File: src/hdl/cms_pkg.sv
// Shared types and constants for the chiller mode sequencer.
// No dependencies; used by every module in hdl/.
`timescale 1ns / 1ps
`default_nettype none

package cms_pkg;

  typedef enum logic [1:0] {
    MODE_OFF     = 2'd0,
    MODE_STANDBY = 2'd1,
    MODE_PRECOOL = 2'd2,
    MODE_RUN     = 2'd3
  } mode_t;

  localparam int unsigned CfgIndexWidth = 3;
  localparam int unsigned CfgDataWidth  = 16;

  localparam logic [CfgIndexWidth-1:0] REG_MIN_TEMPERATURE  = 3'd0;
  localparam logic [CfgIndexWidth-1:0] REG_RUN_TIME_MS      = 3'd1;
  localparam logic [CfgIndexWidth-1:0] REG_STANDBY_TIME_MS  = 3'd2;
  localparam logic [CfgIndexWidth-1:0] REG_LONG_PRESS_MS    = 3'd3;
  localparam logic [CfgIndexWidth-1:0] REG_PUMP_DUTY        = 3'd4;
  localparam logic [CfgIndexWidth-1:0] REG_ROTATION_DUTY    = 3'd5;
  localparam logic [CfgIndexWidth-1:0] REG_COOLER_FULL_DUTY = 3'd6;

  localparam logic signed [12:0] RST_MIN_TEMPERATURE  = 13'sd32;
  localparam logic [15:0]        RST_RUN_TIME_MS      = 16'd60000;
  localparam logic [15:0]        RST_STANDBY_TIME_MS  = 16'd30000;
  localparam logic [15:0]        RST_LONG_PRESS_MS    = 16'd3000;
  localparam logic [11:0]        RST_PUMP_DUTY        = 12'd2000;
  localparam logic [11:0]        RST_ROTATION_DUTY    = 12'd2000;
  localparam logic [11:0]        RST_COOLER_FULL_DUTY = 12'd4095;

  localparam logic [15:0] ELAPSED_MAX = 16'hFFFF;

  typedef struct packed {
    logic signed [12:0] min_temperature;
    logic [15:0]        run_time_ms;
    logic [15:0]        standby_time_ms;
    logic [15:0]        long_press_ms;
    logic [11:0]        pump_duty;
    logic [11:0]        rotation_duty;
    logic [11:0]        cooler_full_duty;
  } cfg_t;

  typedef struct packed {
    logic signed [12:0] temperature;
    logic               button_level;
  } in_t;

  typedef struct packed {
    logic [1:0]  mode_now;
    logic [11:0] pump_level;
    logic [11:0] rotation_level;
    logic [11:0] cooler_level;
    logic [15:0] remaining_ms;
    logic [15:0] cycles_done;
    logic        sleep_request;
  } out_t;

endpackage

`default_nettype wire

File: src/hdl/cms_cfg_regs.sv
// Configuration register bank for the chiller mode sequencer.
// Depends on cms_pkg (cfg_t, register indexes, reset values).
`timescale 1ns / 1ps
`default_nettype none

module cms_cfg_regs (
  input  wire logic                                  clk,
  input  wire logic                                  rst,
  input  wire logic                                  cfg_we,
  input  wire logic [cms_pkg::CfgIndexWidth-1:0]     cfg_index,
  input  wire logic [cms_pkg::CfgDataWidth-1:0]      cfg_data,
  output cms_pkg::cfg_t                              cfg
);

  always_ff @(posedge clk) begin
    if (rst) begin
      cfg.min_temperature  <= cms_pkg::RST_MIN_TEMPERATURE;
      cfg.run_time_ms      <= cms_pkg::RST_RUN_TIME_MS;
      cfg.standby_time_ms  <= cms_pkg::RST_STANDBY_TIME_MS;
      cfg.long_press_ms    <= cms_pkg::RST_LONG_PRESS_MS;
      cfg.pump_duty        <= cms_pkg::RST_PUMP_DUTY;
      cfg.rotation_duty    <= cms_pkg::RST_ROTATION_DUTY;
      cfg.cooler_full_duty <= cms_pkg::RST_COOLER_FULL_DUTY;
    end else if (cfg_we) begin
      case (cfg_index)
        cms_pkg::REG_MIN_TEMPERATURE:  cfg.min_temperature  <= $signed(cfg_data[12:0]);
        cms_pkg::REG_RUN_TIME_MS:      cfg.run_time_ms      <= cfg_data;
        cms_pkg::REG_STANDBY_TIME_MS:  cfg.standby_time_ms  <= cfg_data;
        cms_pkg::REG_LONG_PRESS_MS:    cfg.long_press_ms    <= cfg_data;
        cms_pkg::REG_PUMP_DUTY:        cfg.pump_duty        <= cfg_data[11:0];
        cms_pkg::REG_ROTATION_DUTY:    cfg.rotation_duty    <= cfg_data[11:0];
        cms_pkg::REG_COOLER_FULL_DUTY: cfg.cooler_full_duty <= cfg_data[11:0];
        default: ;  // unused index, write dropped
      endcase
    end
  end

endmodule

`default_nettype wire

File: src/hdl/cms_core.sv
// Mode state machine, elapsed timer, press latch and run counter.
// Depends on cms_pkg (mode_t, cfg_t, in_t, out_t).
`timescale 1ns / 1ps
`default_nettype none

module cms_core (
  input  wire logic          clk,
  input  wire logic          rst,
  input  wire logic          step,
  input  wire cms_pkg::cfg_t cfg,
  input  wire cms_pkg::in_t  in_data,
  output cms_pkg::out_t      result,
  output cms_pkg::mode_t     mode
);

  cms_pkg::mode_t mode_next;
  logic [15:0]    elapsed_ms, elapsed_ms_next;
  logic           press_latch, press_latch_next;
  logic [15:0]    cycle_count, cycle_count_next;

  logic        warm;
  logic        standby_timeout;
  logic        latch_set;
  logic        latch_eff;
  logic [15:0] press_time;
  logic        short_press;
  logic        long_press;
  logic        run_active;
  logic        restart;

  // Decode shared by next-state and output logic
  assign warm            = in_data.temperature >= cfg.min_temperature;
  assign standby_timeout = elapsed_ms >= cfg.standby_time_ms;
  assign latch_set       = in_data.button_level && !press_latch;
  assign latch_eff       = press_latch || in_data.button_level;
  // a fresh latch restarts the timer before the press is judged
  assign press_time      = latch_set ? 16'd0 : elapsed_ms;
  assign short_press     = !in_data.button_level && press_latch
                           && (elapsed_ms < cfg.long_press_ms);
  assign long_press      = in_data.button_level && latch_eff
                           && (press_time >= cfg.long_press_ms);
  assign run_active      = elapsed_ms < cfg.run_time_ms;

  // Next state
  always_comb begin
    mode_next        = mode;
    press_latch_next = press_latch;
    cycle_count_next = cycle_count;
    restart          = 1'b0;
    case (mode)
      cms_pkg::MODE_OFF: ;
      cms_pkg::MODE_STANDBY: begin
        if (in_data.button_level) begin
          mode_next        = cms_pkg::MODE_PRECOOL;
          press_latch_next = 1'b0;
          restart          = 1'b1;
        end else if (standby_timeout) begin
          mode_next = cms_pkg::MODE_OFF;
          restart   = 1'b1;
        end
      end
      cms_pkg::MODE_PRECOOL: begin
        if (latch_set) begin
          press_latch_next = 1'b1;
          restart          = 1'b1;
        end
        if (short_press) begin
          press_latch_next = 1'b0;
          mode_next        = cms_pkg::MODE_RUN;
          restart          = 1'b1;
        end else if (long_press) begin
          press_latch_next = 1'b0;
          mode_next        = cms_pkg::MODE_STANDBY;
          restart          = 1'b1;
        end
      end
      cms_pkg::MODE_RUN: begin
        if (!run_active) begin
          cycle_count_next = cycle_count + 16'd1;
          press_latch_next = 1'b0;
          mode_next        = cms_pkg::MODE_PRECOOL;
          restart          = 1'b1;
        end
      end
      default: ;
    endcase

    if (restart) begin
      elapsed_ms_next = 16'd0;
    end else if (elapsed_ms != cms_pkg::ELAPSED_MAX) begin
      elapsed_ms_next = elapsed_ms + 16'd1;
    end else begin
      elapsed_ms_next = elapsed_ms;
    end
  end

  // Outputs for this transaction
  always_comb begin
    result.pump_level     = 12'd0;
    result.rotation_level = 12'd0;
    result.cooler_level   = 12'd0;
    result.remaining_ms   = 16'd0;
    case (mode)
      cms_pkg::MODE_PRECOOL: begin
        if (warm) begin
          result.pump_level   = cfg.pump_duty;
          result.cooler_level = cfg.cooler_full_duty;
        end
      end
      cms_pkg::MODE_RUN: begin
        if (run_active) begin
          result.remaining_ms   = cfg.run_time_ms - elapsed_ms;
          result.pump_level     = cfg.pump_duty;
          result.rotation_level = cfg.rotation_duty;
          result.cooler_level   = warm ? cfg.cooler_full_duty : 12'd0;
        end
      end
      default: ;
    endcase
    result.mode_now      = mode_next;
    result.cycles_done   = cycle_count_next;
    result.sleep_request = (mode_next == cms_pkg::MODE_OFF);
  end

  always_ff @(posedge clk) begin
    if (rst) begin
      mode        <= cms_pkg::MODE_STANDBY;
      elapsed_ms  <= 16'd0;
      press_latch <= 1'b0;
      cycle_count <= 16'd0;
    end else if (step) begin
      mode        <= mode_next;
      elapsed_ms  <= elapsed_ms_next;
      press_latch <= press_latch_next;
      cycle_count <= cycle_count_next;
    end
  end

endmodule

`default_nettype wire

File: src/hdl/chiller_mode_sequencer_top.sv
// Chiller mode sequencer: top level with handshake and result register.
// Depends on cms_pkg, cms_cfg_regs and cms_core.
`timescale 1ns / 1ps
`default_nettype none

// One input transaction per millisecond tick (temperature and button level)
// yields exactly one result transaction (mode, duty levels, remaining run
// time, completed-run count, sleep request). The block takes one transaction
// per clock while in_ready is high, and the result appears in the cycle after
// acceptance; the single result register sets both. in_ready stays high while
// the result register is empty or being drained, so back-to-back transactions
// flow at full rate. Off mode holds until reset. Configuration registers are
// written through cfg_we/cfg_index/cfg_data and must only change while idle.
module chiller_mode_sequencer_top (
  input  wire logic                              clk,
  input  wire logic                              rst,
  input  wire logic                              cfg_we,
  input  wire logic [cms_pkg::CfgIndexWidth-1:0] cfg_index,
  input  wire logic [cms_pkg::CfgDataWidth-1:0]  cfg_data,
  input  wire logic                              in_valid,
  output logic                                   in_ready,
  input  wire cms_pkg::in_t                      in_data,
  output logic                                   out_valid,
  input  wire logic                              out_ready,
  output cms_pkg::out_t                          out_data
);

  cms_pkg::cfg_t  cfg;
  cms_pkg::out_t  result;
  cms_pkg::mode_t mode;
  logic           step;

  assign in_ready = !out_valid || out_ready;
  assign step     = in_valid && in_ready;

  cms_cfg_regs u_cfg_regs (
    .clk       (clk),
    .rst       (rst),
    .cfg_we    (cfg_we),
    .cfg_index (cfg_index),
    .cfg_data  (cfg_data),
    .cfg       (cfg)
  );

  cms_core u_core (
    .clk     (clk),
    .rst     (rst),
    .step    (step),
    .cfg     (cfg),
    .in_data (in_data),
    .result  (result),
    .mode    (mode)
  );

  always_ff @(posedge clk) begin
    if (rst) begin
      out_valid <= 1'b0;
    end else if (step) begin
      out_valid <= 1'b1;
    end else if (out_ready) begin
      out_valid <= 1'b0;
    end
  end

  always_ff @(posedge clk) begin
    if (step) begin
      out_data <= result;
    end
  end

`ifndef SYNTH
  // Registered result must agree with the state the core moved to
  a_mode_matches: assert property (@(posedge clk) disable iff (rst)
    step |=> (out_data.mode_now == mode))
    else $error("result mode differs from core mode");

  a_remaining_only_in_run: assert property (@(posedge clk) disable iff (rst)
    (out_valid && (out_data.remaining_ms != 16'd0)) |->
      (out_data.mode_now == cms_pkg::MODE_RUN))
    else $error("remaining time reported outside a run");

  a_off_absorbing: assert property (@(posedge clk) disable iff (rst)
    (mode == cms_pkg::MODE_OFF) |=> (mode == cms_pkg::MODE_OFF))
    else $error("left off mode without reset");

  a_sleep_means_off: assert property (@(posedge clk) disable iff (rst)
    out_valid |-> (out_data.sleep_request == (out_data.mode_now == cms_pkg::MODE_OFF)))
    else $error("sleep request inconsistent with mode");
`endif

endmodule

`default_nettype wire
File: config.mk
export PLATFORM = sky130hd
export DESIGN_NAME = chiller_mode_sequencer_top
export DESIGN_NICKNAME = d
export VERILOG_FILES = /design/src/hdl/cms_pkg.sv /design/src/hdl/cms_cfg_regs.sv /design/src/hdl/cms_core.sv /design/src/hdl/chiller_mode_sequencer_top.sv
export SDC_FILE = /design/constraint.sdc
export NUM_CORES = 1
export LEC_CHECK = 0
export BUFFER_PORTS_ARGS = -buffer_cell sky130_fd_sc_hd__clkbuf_2
export CAP_MARGIN = 20
export CORE_MARGIN = 10
export CORE_UTILIZATION = 45
export CTS_BUF_LIST = sky130_fd_sc_hd__clkbuf_4
export DETAILED_ROUTE_END_ITERATION = 10
export GPL_ROUTABILITY_DRIVEN = 1
export PLACE_DENSITY_LB_ADDON = 0.1
export SLEW_MARGIN = 5
export SYNTH_ARGS = -nofsm -noshare
export SYNTH_HDL_FRONTEND = slang
export SYNTH_HIERARCHICAL = 1
export SYNTH_SLANG_ARGS = --single-unit
File: constraint.sdc
create_clock -name clk -period 3.99 [get_ports clk]
set_clock_uncertainty 0.1 [all_clocks]
set_input_delay 0.1995 -clock clk [delete_from_list [all_inputs] [get_ports clk]]
set_output_delay 0.1995 -clock clk [all_outputs]
set_load 0.02 [all_outputs]
==> metrics.md, run 1 <==
| Metric | Value |
|---|---|
| Setup_tns | `0 ps` |
| Worst path depth | `8` |
| Clock latency at the later pin of the worst-skew pair | `670 ps` |
| Initial Util | `0.460` |
| Die X | `175 µm` |
| CTS tree | `yes` |
| Die H | `175 µm` |
| Post-route minimum period | `3510 ps` |
| Final instance area | `0.0127 mm²` |
| Worst-path clk slew | `60 ps` |
| Final ANT Viol Nets | `0` |
| Pwr Density | `373 mW/mm²` |
| I/O Buffers | `110` |
| Finish-stage setup viols | `0` |
| Count of cell types in the netlist | `78` |
| Pin count of the biggest net entering global routing | `54` |
| Htree depth | `2` |
| Status | `finished clean` |
| Clk buf depth | `3` |
| EDFF count, synth | `71` |
| Lkg Pwr | `5.51 nW` |
| Placed Area | `0.0117 mm²` |
| Multi-input gate area | `0.00554 mm²` |
| Post-synthesis register bit count | `204` |
| Critical path peak fanout | `10` |
| Crit path DAT | `3980 ps` |
| Post-synthesis sequential area ratio | `0.441` |
| Area Overhead vs Synth | `16.9%` |
| Final Hold Slack | `127 ps` |
| Final WL | `28700 µm` |
| Avg WL per Cell | `17.6 µm` |
| Fillers | `2208` |
| Ports | `111` |
| Reg2Reg Depth | `8` |
| Pins Over Slew Limit | `0` |
| Peak Freq | `285 MHz` |
| Root buffer cell | `clkbuf_4` |
| Initial DRT Pass Iterations | `7` |
| Initial DRC Count | `429` |
| Net Count, Synth | `1217` |
| Slowest CP cell | `a2111oi_0` |
| Nets | `1381` |
| Storage element area | `0.00479 mm²` |
| CP max stage delay | `860 ps` |
| Avg Synthesized Cell Area | `9.87 µm²` |
| Slew margin rel. | `0.333` |
| GP Congestion | `0.848` |
| Commonest non-fill, non-tap cell in the layout | `dfxtp_1` |
| Core Region | `0.0236 mm²` |
| Setup Buffers After CTS | `0` |
| Syn. warnings | `6` |
| Share of post-route cells with drive strength above 1 | `0.189` |
| Worst Tran Pin Value | `995 ps` |
| Initial antenna violation count | `1` |
| Final hold vios | `0` |
| Via Count | `8528` |
| RSZ-0062 raised after global routing | `false` |
| Vias in the first global route | `8317` |
| Die ar. | `0.0307 mm²` |
| Post-synth top flop | `dfxtp_1` |
| Post-synthesis cell area | `0.0109 mm²` |
| Worst EP required | `4460 ps` |
| FFs w/ async S/R, synth | `0` |
| CTS Buf Count | `56` |
| Number of vias per cell | `5.23` |
| CTS Sinks | `204` |
| Startpoint types | `flop` |
| Crit-path cells | `ha_1 -> a21oi_1 -> o21ai_0 -> a2111oi_0 -> a21oi_1 -> a21oi_4 -> a31oi_2 -> o21ai_0` |
| Nature of the critical path endpoint | `flop` |
| # DRC | `0` |
| Worst Hold Path Cells | `3` |
| Crit share post-route | `0.878` |
| GRT overflow | `0` |
| Peak supply drop | `0.201 mV` |
| DPL Wire Length | `21100 µm` |
| CP Class | `reg2reg` |
| GRT Overall Usage | `0.184` |
| Cells after synthesis | `1100` |
| Max cap viols | `0` |
| Hold Crit Class | `in2reg` |
| Most frequent cells in the layout | `133 x dfxtp_1, 128 x nor2_1, 109 x clkbuf_2, 97 x mux2i_1, 91 x clkbuf_4` |
| Buffers & Inverters on Critical Path | `0` |
| CP top delay family | `compound AO/OA/AOI/OAI gates` |
| FP Rows | `56` |
| Global-route wire length before repair | `45700 µm` |
registers in the layout, indices dropped and copies added, names as in the netlist:
name,cells
out_valid,1
u_core/press_latch,1
u_core/elapsed_ms,16
u_core/mode,2
u_cfg_regs/cfg,97
out_data,71
u_core/cycle_count,16
through the flow:
step	cells	utilization	total power, mW	worst slack, ps
finish	1631	0.538	4.74	485
global route	1631	0.538	4.98	151
CTS	1630	0.538	4.82	577
detailed placement	1498	0.495	2.87	549
global placement	1498	0.495	2.86	572
floorplan	1100	-	2.68	962
report_power, final:
group	internal, mW	leakage (nW)	switching (mW)
Combinational	0.203	3.27	0.352
Clock	1.03	0.450	0.874
Sequential	2.24	1.79	0.0386
layout make-up:
cell class | count | area share
well taps | 319 | 0.0314
diodes | 1 | 0.000197
repair buffers | 154 | 0.0749
inverters | 71 | 0.0210
clock inverters | 14 | 0.00503
clock buffers | 91 | 0.0538
multi-input cells | 777 | 0.436
flip-flops and latches | 204 | 0.378
repair_timing:
item / in CTS / in global routing
hold buffers: 27 / 0
gates resized for setup: 0 / 0
hold endpoints to repair: 84 / 0
worst reg2reg max path, delay by kind of cell, from the launching register on:
family | cells | cell delay (ps)
flops | 1 | 490
compound gates | 7 | 2540
fa+ha+maj | 1 | 300
synthesized netlist by cell type (4+ instances only):
| cell type | number | share of area |
|---|---|---|
| dfxtp_1 | 133 | 0.25 |
| nor2_1 | 128 | 0.044 |
| mux2i_1 | 97 | 0.089 |
| ha_1 | 78 | 0.090 |
| nand2b_1 | 72 | 0.041 |
| edfxtp_1 | 71 | 0.20 |
| inv_1 | 71 | 0.025 |
| nand2_1 | 49 | 0.017 |
| a21oi_1 | 44 | 0.020 |
| nand3_1 | 34 | 0.016 |
| clkbuf_1 | 26 | 0.0090 |
| and2_1 | 25 | 0.014 |
| o21ai_0 | 25 | 0.012 |
| nand4_1 | 21 | 0.012 |
| nor3_1 | 17 | 0.0078 |
| a21boi_0 | 14 | 0.0097 |
| xnor2_1 | 14 | 0.011 |
| xor2_1 | 14 | 0.011 |
| o31ai_1 | 13 | 0.0090 |
| or4_1 | 11 | 0.0076 |
| a211oi_1 | 10 | 0.0069 |
| buf_2 | 10 | 0.0046 |
| o21a_1 | 9 | 0.0062 |
| a21o_1 | 8 | 0.0055 |
| nor2b_1 | 7 | 0.0040 |
| and3_1 | 6 | 0.0035 |
| o211ai_1 | 6 | 0.0041 |
| a31oi_1 | 5 | 0.0029 |
| buf_6 | 5 | 0.0052 |
| nor4_1 | 5 | 0.0029 |
| a2111oi_0 | 4 | 0.0032 |
| o22ai_1 | 4 | 0.0023 |
final timing paths:
kind	start	to	slack, ps
worst max-delay path	u_core/elapsed_ms[9]	u_core/elapsed_ms[9]	480
worst min-delay path	cfg_we	u_cfg_regs/cfg[43]	130
worst max register to register	u_core/elapsed_ms[9]	u_core/elapsed_ms[9]	480
worst min register to register	u_cfg_regs/cfg[15]	u_cfg_regs/cfg[15]	370
metal layers:
layer  GRT usage  wire (µm)
met1       0.243      13300
met4      0.0491        435
met3      0.0386       1540
met2       0.300      13400
met5           0          0
cell families after synthesis:
family / count (synthesis) / synth area share
compound gates: 163 / 0.102
mux: 100 / 0.0929
fa+ha+maj: 79 / 0.0917
buf+inv: 119 / 0.0506
xor+xnor: 28 / 0.0226
flops: 204 / 0.441
simple gates: 407 / 0.199
(Power assumes the default switching activity.)
==> run 2: changes to the inputs <==
--- a/config.mk
+++ b/config.mk
@@ -8,11 +8,12 @@
 export BUFFER_PORTS_ARGS = -buffer_cell sky130_fd_sc_hd__clkbuf_2
 export CAP_MARGIN = 20
 export CORE_MARGIN = 10
-export CORE_UTILIZATION = 45
+export CORE_UTILIZATION = 50
 export CTS_BUF_LIST = sky130_fd_sc_hd__clkbuf_4
 export DETAILED_ROUTE_END_ITERATION = 10
 export GPL_ROUTABILITY_DRIVEN = 1
 export PLACE_DENSITY_LB_ADDON = 0.1
+export REMOVE_ABC_BUFFERS = 1
 export SLEW_MARGIN = 5
 export SYNTH_ARGS = -nofsm -noshare
 export SYNTH_HDL_FRONTEND = slang
==> run 2 against run 1 <==
Compared with the run above:
- clock power barely moved
- sequential power barely moved
- register-to-register slack improved by 140 ps
- global-route usage barely moved
- total power fell by 0.68%
- flip-flop and latch count did not move
- combinational power fell by 3%
- clock-buffer cell count fell by 5
==> metrics.md, run 2 (synthesized netlist as in run 1, its figures left out) <==
| Metric | Value |
|---|---|
| GRT overflow | `0 (unchanged)` |
| # DRC | `0 (unchanged)` |
| Nets | `1367 (-1.0%)` |
| Pint | `3.48 mW (about the same)` |
| Peak Freq | `297 MHz (+4.0%)` |
| Initial DRT Pass Iterations | `5 (-2)` |
| Finish-stage setup viols | `0 (unchanged)` |
| Launch point of the worst reg-to-reg path | `u_core/elapsed_ms[9]` |
| Avg WL per Cell | `17.1 µm (-3.0%)` |
| DPL Wire Length | `19300 µm (-8.7%)` |
| Initial DRC Count | `407 (-5.1%)` |
| Met2 Use GR | `0.297 (-0.00334)` |
| Final ANT Viol Nets | `0 (unchanged)` |
| CTS Sinks | `204 (unchanged)` |
| Via Count | `8376 (-1.8%)` |
| Lkg Pwr | `5.45 nW (-1.1%)` |
| Vias in the first global route | `8344 (+0.32%)` |
| Setup_tns | `0 ps (unchanged)` |
| Final Hold Slack | `63.9 ps (-63.6 ps)` |
| Status | `finished clean` |
| Util after Layout | `0.590 (+0.0527)` |
| Hold Crit Class | `in2reg` |
| Combinational Power Share | `0.114 (-0.003)` |
| Ports | `111 (unchanged)` |
| Total power | `4.71 mW (-0.68%)` |
| Met3 GRT Util | `0.0508 (+0.0122)` |
| Peak supply drop | `0.188 mV (-6.2%)` |
| Global-route wire length before repair | `43000 µm (-6.0%)` |
| Core Region | `0.0212 mm² (-10%)` |
| Global-route met1 utilization | `0.236 (-0.00719)` |
| Final instance area | `0.0125 mm² (-1.3%)` |
| Initial antenna violation count | `1 (unchanged)` |
| Most frequent cells in the layout | `133 x dfxtp_1, 128 x nor2_1, 109 x clkbuf_2, 97 x mux2i_1, 86 x clkbuf_4` |
| Number of vias per cell | `5.35 (+2.2%)` |
| Die ar. | `0.0280 mm² (-8.9%)` |
| Placed cell count | `1449 (-3.3%)` |
| Worst Hold Path Cells | `3 (unchanged)` |
| CTS Buf Count | `53 (-5.4%)` |
| Placed Area | `0.0116 mm² (-0.69%)` |
| Final hold vios | `0 (unchanged)` |
| CP Class | `reg2reg` |
| Area Overhead vs Synth | `15.4%` |
| Commonest non-fill, non-tap cell in the layout | `dfxtp_1` |
| RR Endpoint | `out_data[59]` |
| Post-Layout Cell Count | `1567 (-3.9%)` |
| Worst Tran Pin Value | `1030 ps (+34.9 ps)` |
| Hold Startpoint | `cfg_index[1]` |
| Pins Over Slew Limit | `0 (unchanged)` |
| Largest register by flop count | `u_cfg_regs/cfg` |
| Pwr Density | `376 mW/mm² (+0.65%)` |
| Crit share post-route | `0.845 (-0.0339)` |
| Pin count of the biggest net entering global routing | `88 (+63%)` |
| CP top delay family | `simple AND/OR/NAND/NOR gates` |
| Max cap viols | `0 (unchanged)` |
| Sw Share | `0.262 (-0.00477)` |
| GP Congestion | `0.885 (+4.4%)` |
| FF-to-FF setup slack | `620 ps (+140 ps)` |
| GRT Max-Usage Layer | `met2` |
| CP most frequent cell | `buf_4` |
| Root buffer cell | `clkbuf_4` |
| Buffers & Inverters on Critical Path | `3 (+3)` |
| Clk pwr share | `0.402 (about the same)` |
| Clock latency at the later pin of the worst-skew pair | `680 ps (about the same)` |
| Crit-path cells | `buf_4 -> inv_1 -> ha_1 -> nand3_1 -> or3_1 -> o21bai_1 -> a21oi_1 -> nand2_1 -> buf_4 -> a21boi_0` |
| Switching Power | `1.23 mW (-2.5%)` |
| Die H | `167 µm (-4.5%)` |
| Dpl ws | `670 ps (+120 ps)` |
| Reg2Reg Depth | `10 (+2)` |
| Crit path DAT | `3760 ps (-220 ps)` |
| Slew margin rel. | `0.296 (-0.0372)` |
| Number of flip-flops under the largest register name | `97 (unchanged)` |
| Die X | `167 µm (-4.5%)` |
| RSZ-0062 raised after global routing | `false` |
| Share of post-route cells with drive strength above 1 | `0.184 (-0.00559)` |
| Critical path peak fanout | `20 (+10)` |
| Worst-path clk slew | `70 ps (about the same)` |
| Final worst slack | `620 ps (+135 ps)` |
| Worst EP required | `4380 ps (-80 ps)` |
| Nature of the critical path endpoint | `flop` |
| Final WL | `26700 µm (-6.8%)` |
| Post-route minimum period | `3370 ps (-135 ps)` |
| Htree depth | `2 (unchanged)` |
| GRT Overall Usage | `0.185 (+0.000479)` |
| Largest registers | `u_cfg_regs/cfg x97, out_data x71` |
| Slowest CP cell | `ha_1` |
| Clk buf depth | `3 (unchanged)` |
| Hold EP | `u_cfg_regs/cfg[0]` |
| I/O Buffers | `110 (unchanged)` |
| FP Rows | `53 (-5.4%)` |
| CP max stage delay | `410 ps (-450 ps)` |
| Startpoint types | `flop` |
| Sequential power share | `0.484 (+0.003)` |
| Post-CTS sizing | `0 (unchanged)` |
| CTS tree | `yes` |
| Initial Util | `0.512 (+0.0519)` |
-- run 2: layer usage --
layer	routed length (µm)	up-vias
met2	12500	210
met5	0	-
met1	12100	3904
met3	1660	34
li1	-	4228
met4	472	0
-- run 2: final cells by class --
| class | instances | area [µm²] |
|---|---|---|
| Fill cell | 1932 | 8690 |
| Multi-Input combinational cell | 777 | 5540 |
| Sequential cell | 204 | 4790 |
| Timing Repair Buffer | 143 | 866 |
| Clock buffer | 86 | 646 |
| Tap cell | 275 | 344 |
| Inverter | 71 | 267 |
| Clock inverter | 10 | 73.8 |
| Antenna cell | 1 | 2.50 |
-- run 2: timing repair --
item	CTS	global route
endpoints found under the setup margin	0	0
hold endpoints to repair	111	0
buffers inserted	0	0
hold buffers	21	0
-- run 2: worst max path at each step --
stage / from / to / depth (start not counted)
floorplan: u_core/press_latch / u_core/elapsed_ms[7] / 9
global placement: u_core/elapsed_ms[3] / out_data[32] / 9
detailed placement: u_core/elapsed_ms[9] / out_data[59] / 10
CTS: u_core/elapsed_ms[9] / out_data[59] / 10
global route: u_core/elapsed_ms[9] / out_data[64] / 10
finish: u_core/elapsed_ms[9] / out_data[59] / 10
-- run 2: worst min-delay path, stage by stage --
cell and delay (ps):
clkbuf_2 160, and4b_1 280, mux2i_1 140
-- run 2: power groups by stage --
stage	combinational (mW)	sequential [mW]	clock, mW
5_1_grt	0.591	2.29	2.06
4_1_cts	0.542	2.28	1.95
3_3_place_gp	0.519	2.32	0
3_5_place_dp	0.525	2.33	0
6_report	0.537	2.28	1.89
2_1_floorplan	0.255	2.39	0
==> run 3: changes to the inputs <==
--- a/config.mk
+++ b/config.mk
@@ -5,6 +5,7 @@
 export SDC_FILE = /design/constraint.sdc
 export NUM_CORES = 1
 export LEC_CHECK = 0
+export ABC_AREA = 1
 export BUFFER_PORTS_ARGS = -buffer_cell sky130_fd_sc_hd__clkbuf_2
 export CAP_MARGIN = 20
 export CORE_MARGIN = 10
==> constraint.sdc (replaced) <==
create_clock -name clk -period 2.7 [get_ports clk]
set_clock_uncertainty 0.1 [all_clocks]
set_input_delay 0.135 -clock clk [delete_from_list [all_inputs] [get_ports clk]]
set_output_delay 0.135 -clock clk [all_outputs]
set_load 0.02 [all_outputs]
==> run 3 against run 2 <==
Compared with the run above:
- die area grew 0.63%
- sequential share of layout area down 2.8 points
- sequential power increased by 51%
- total power rose by 63%
- critical endpoint is now u_cfg_regs/cfg[66]
- non-clock buffer count rose by 73
- largest cell class unchanged
- first-iteration DRC count increased by 67%
- synthesized cell count up 31%
==> metrics.md, run 3 <==
| Metric | Value |
|---|---|
| Status | `finished clean` |
| Initial DRT Pass Iterations | `7 (+2)` |
| Clk pwr share | `0.371 (-0.031)` |
| Yosys top cell by area | `dfxtp_1` |
| EDFF count, synth | `71 (unchanged)` |
| Largest registers | `u_cfg_regs/cfg x97, out_data x71` |
| Initial Util | `0.504 (-0.00747)` |
| Sequential power share | `0.449 (-0.035)` |
| Post-synth top area share | `0.243 (-0.00174)` |
| Largest register by flop count | `u_cfg_regs/cfg` |
| Vias in the first global route | `9368 (+12%)` |
| Pin count of the biggest net entering global routing | `98 (+11%)` |
| Top Layer Used | `met4` |
| Placed cell count | `1837 (+27%)` |
| CP Class | `in2reg` |
| Peak supply drop | `0.407 mV (+120%)` |
| Initial DRC Count | `680 (+67%)` |
| Via Count | `9930 (+19%)` |
| Post-synthesis sequential area ratio | `0.438 (-0.00313)` |
| I/O Buffers | `110 (unchanged)` |
| Die ar. | `0.0282 mm² (+0.63%)` |
| Number of vias per cell | `5.00 (-6.5%)` |
| Die H | `168 µm (+0.31%)` |
| Met1 wire length | `13800 µm (+14%)` |
| Final WL | `29600 µm (+11%)` |
| Worst-path clk slew | `60 ps (about the same)` |
| GRT overflow | `0 (unchanged)` |
| Storage element area | `0.00480 mm² (+0.13%)` |
| Finish-stage setup viols | `0 (unchanged)` |
| Startpoint types | `input port` |
| Synth area leaders | `dfxtp_1 24%, edfxtp_1 19%, nand2_1 11%` |
| Number of flip-flops under the largest register name | `97 (unchanged)` |
| Nature of the critical path endpoint | `flop` |
| Most frequent cells in the layout | `314 x nand2_1, 220 x nor2_1, 190 x inv_1, 128 x dfxtp_1, 127 x nand3_1` |
| Nets | `1780 (+30%)` |
| Switching Power | `2.21 mW (+79%)` |
| Fillers | `2056 (+6.4%)` |
| # DRC | `0 (unchanged)` |
| Max cap viols | `0 (unchanged)` |
| Worst Tran Pin Value | `718 ps (-312 ps)` |
| Pint | `5.48 mW (+58%)` |
| Clock latency at the later pin of the worst-skew pair | `680 ps (about the same)` |
| FFs w/ async S/R, synth | `0 (unchanged)` |
| DPL Wire Length | `20900 µm (+8.2%)` |
| Worst EP required | `3180 ps (-1200 ps)` |
| Die X | `168 µm (+0.31%)` |
| Post-synthesis cell area | `0.0109 mm² (+0.71%)` |
| Final hold vios | `0 (unchanged)` |
| Post-synthesis register bit count | `204 (unchanged)` |
| Area Overhead vs Synth | `23.8%` |
| Met2 WL | `13600 µm (+8.9%)` |
| Hold Crit Class | `in2reg` |
| Crit path DAT | `3080 ps (-680 ps)` |
| GP Congestion | `0.882 (-0.34%)` |
| Avg WL per Cell | `14.9 µm (-13%)` |
| Syn. warnings | `6 (unchanged)` |
| Post-synth top flop | `dfxtp_1` |
| Initial antenna violation count | `1 (unchanged)` |
| RSZ-0062 raised after global routing | `true` |
| Pwr Density | `569 mW/mm² (+51%)` |
| Share of post-route cells with drive strength above 1 | `0.203 (+0.0194)` |
| Ports | `111 (unchanged)` |
| Avg Synthesized Cell Area | `7.61 µm² (-23%)` |
| Met3 WL | `1750 µm (+5.2%)` |
| Post-Layout Cell Count | `1987 (+27%)` |
| Crit share post-route | `0.963` |
| Root buffer cell | `clkbuf_4` |
| FP Rows | `54 (+1.9%)` |
| GRT Overall Usage | `0.200 (+0.0152)` |
| CTS Buf Count | `55 (+3.8%)` |
| Core Region | `0.0217 mm² (+2.2%)` |
| Pins Over Slew Limit | `0 (unchanged)` |
| Slew margin rel. | `0.521 (+0.225)` |
| Lkg Pwr | `6.77 nW (+24%)` |
| Most common cell in the synthesized netlist | `nand2_1` |
| Total power | `7.70 mW (+63%)` |
| Clk buf depth | `3 (unchanged)` |
| Peak Freq | `385 MHz` |
| Multi-input gate area | `0.00534 mm² (-3.6%)` |
| Cells after synthesis | `1437 (+31%)` |
| Global-route wire length before repair | `47100 µm (+9.6%)` |
| Top post-synthesis cells by count | `324 x nand2_1, 224 x nor2_1, 192 x inv_1` |
| CTS Sinks | `204 (unchanged)` |
| Commonest non-fill, non-tap cell in the layout | `nand2_1` |
| Critical path peak fanout | `15 (-25%)` |
| Sw Share | `0.288 (+0.0256)` |
| Combinational Power Share | `0.180 (+0.066)` |
| Post-route minimum period | `2600 ps` |
| Htree depth | `2 (unchanged)` |
| Final ANT Viol Nets | `0 (unchanged)` |
| CTS tree | `yes` |
| Count of cell types in the netlist | `43 (-45%)` |
-- run 3: cell types whose count changed after synthesis, moves of 10 or more --
cell      before  now
and2_1        25    1
a21oi_1       44   74
o31ai_1       13    1
buf_4          1   11
or4_1         11    0
clkbuf_1      26   16
nand2b_1      72    0
xnor2_1       14    0
nor2_1       128  224
o21ai_0       25   38
nand3_1       34  130
mux2i_1       97    0
nand2_1       49  324
inv_1         71  192
-- run 3: through the flow --
step                hold slack, ps  cell area, µm²  setup slack [ps]  TNS, ps  utilization
detailed placement             269           12100             -30.2     -103        0.557
finish                         168           13500               100        0        0.624
CTS                            128           13300             -15.9    -15.9        0.612
global route                   198           13500             -38.0     -211        0.624
global placement               254           12100             -19.2    -30.2        0.557
floorplan                     97.4           10700             -4900  -369180            -
-- run 3: worst paths after layout --
check                                         from              endpoint  slack [ps]  cells past startpoint
worst min-delay path                   cfg_data[3]    u_cfg_regs/cfg[39]         170                      4
worst min register to register  u_cfg_regs/cfg[21]    u_cfg_regs/cfg[21]         360                      2
worst max-delay path                  cfg_index[0]    u_cfg_regs/cfg[66]         100                      9
worst max register to register  u_cfg_regs/cfg[68]  u_core/elapsed_ms[5]         110                     17
-- run 3: cell families (layout without fill, tap and decap cells) --
logic type                 after synthesis  count (layout)  share of synthesized area
DFF                                    204             204                      0.438
and+or+nand+nor                        737             737                      0.286
xor gates and xnor gates                23              23                     0.0184
adders and majority gates               79              79                     0.0911
buffers and inverters                  249             517                     0.0931
other                                    0               2                          0
AOI/OAI and AO/OA                      145             145                     0.0734
-- run 3: final cells by class --
cell class	count	share of cell area
timing repair inverter	1	0.000555
clock inverter	8	0.00481
inverter	201	0.0563
sequential	204	0.355
antenna	2	0.000370
clock buffer	91	0.0505
multi-input combinational	984	0.394
timing repair buffer	216	0.113
tap	280	0.0259
-- run 3: metal layers --
metal,up-vias,track usage
li1,5102,-
met1,4552,0.271
met2,241,0.322
met3,35,0.0363
met4,0,0.0507
met5,-,0
-- run 3: power by group through the flow --
stage	Sequential [mW]	Clock [mW]	Combinational, mW
floorplan	3.63	0	0.694
global placement	3.51	0	1.25
detailed placement	3.52	0	1.27
CTS	3.45	2.94	1.32
global route	3.47	3.08	1.55
finish	3.45	2.86	1.39
-- run 3: worst max-delay path, stage by stage --
cell and delay, ps:
dlygate4sd3_1 540, clkbuf_2 150, inv_1 110, nand2_1 100, dlygate4sd3_1 610, nor2_4 180, dlygate4sd3_1 1040, nand2_1 110
nand3_1 90
-- run 3: what timing repair did --
action / CTS / global route
resized for setup: 6 / 63
pin swaps: 0 / 12
gates cloned: 1 / 4
setup endpoints to repair: 18 / 96
hold buffers: 41 / 0
buffers inserted: 0 / 4
hold endpoints to repair: 168 / 0
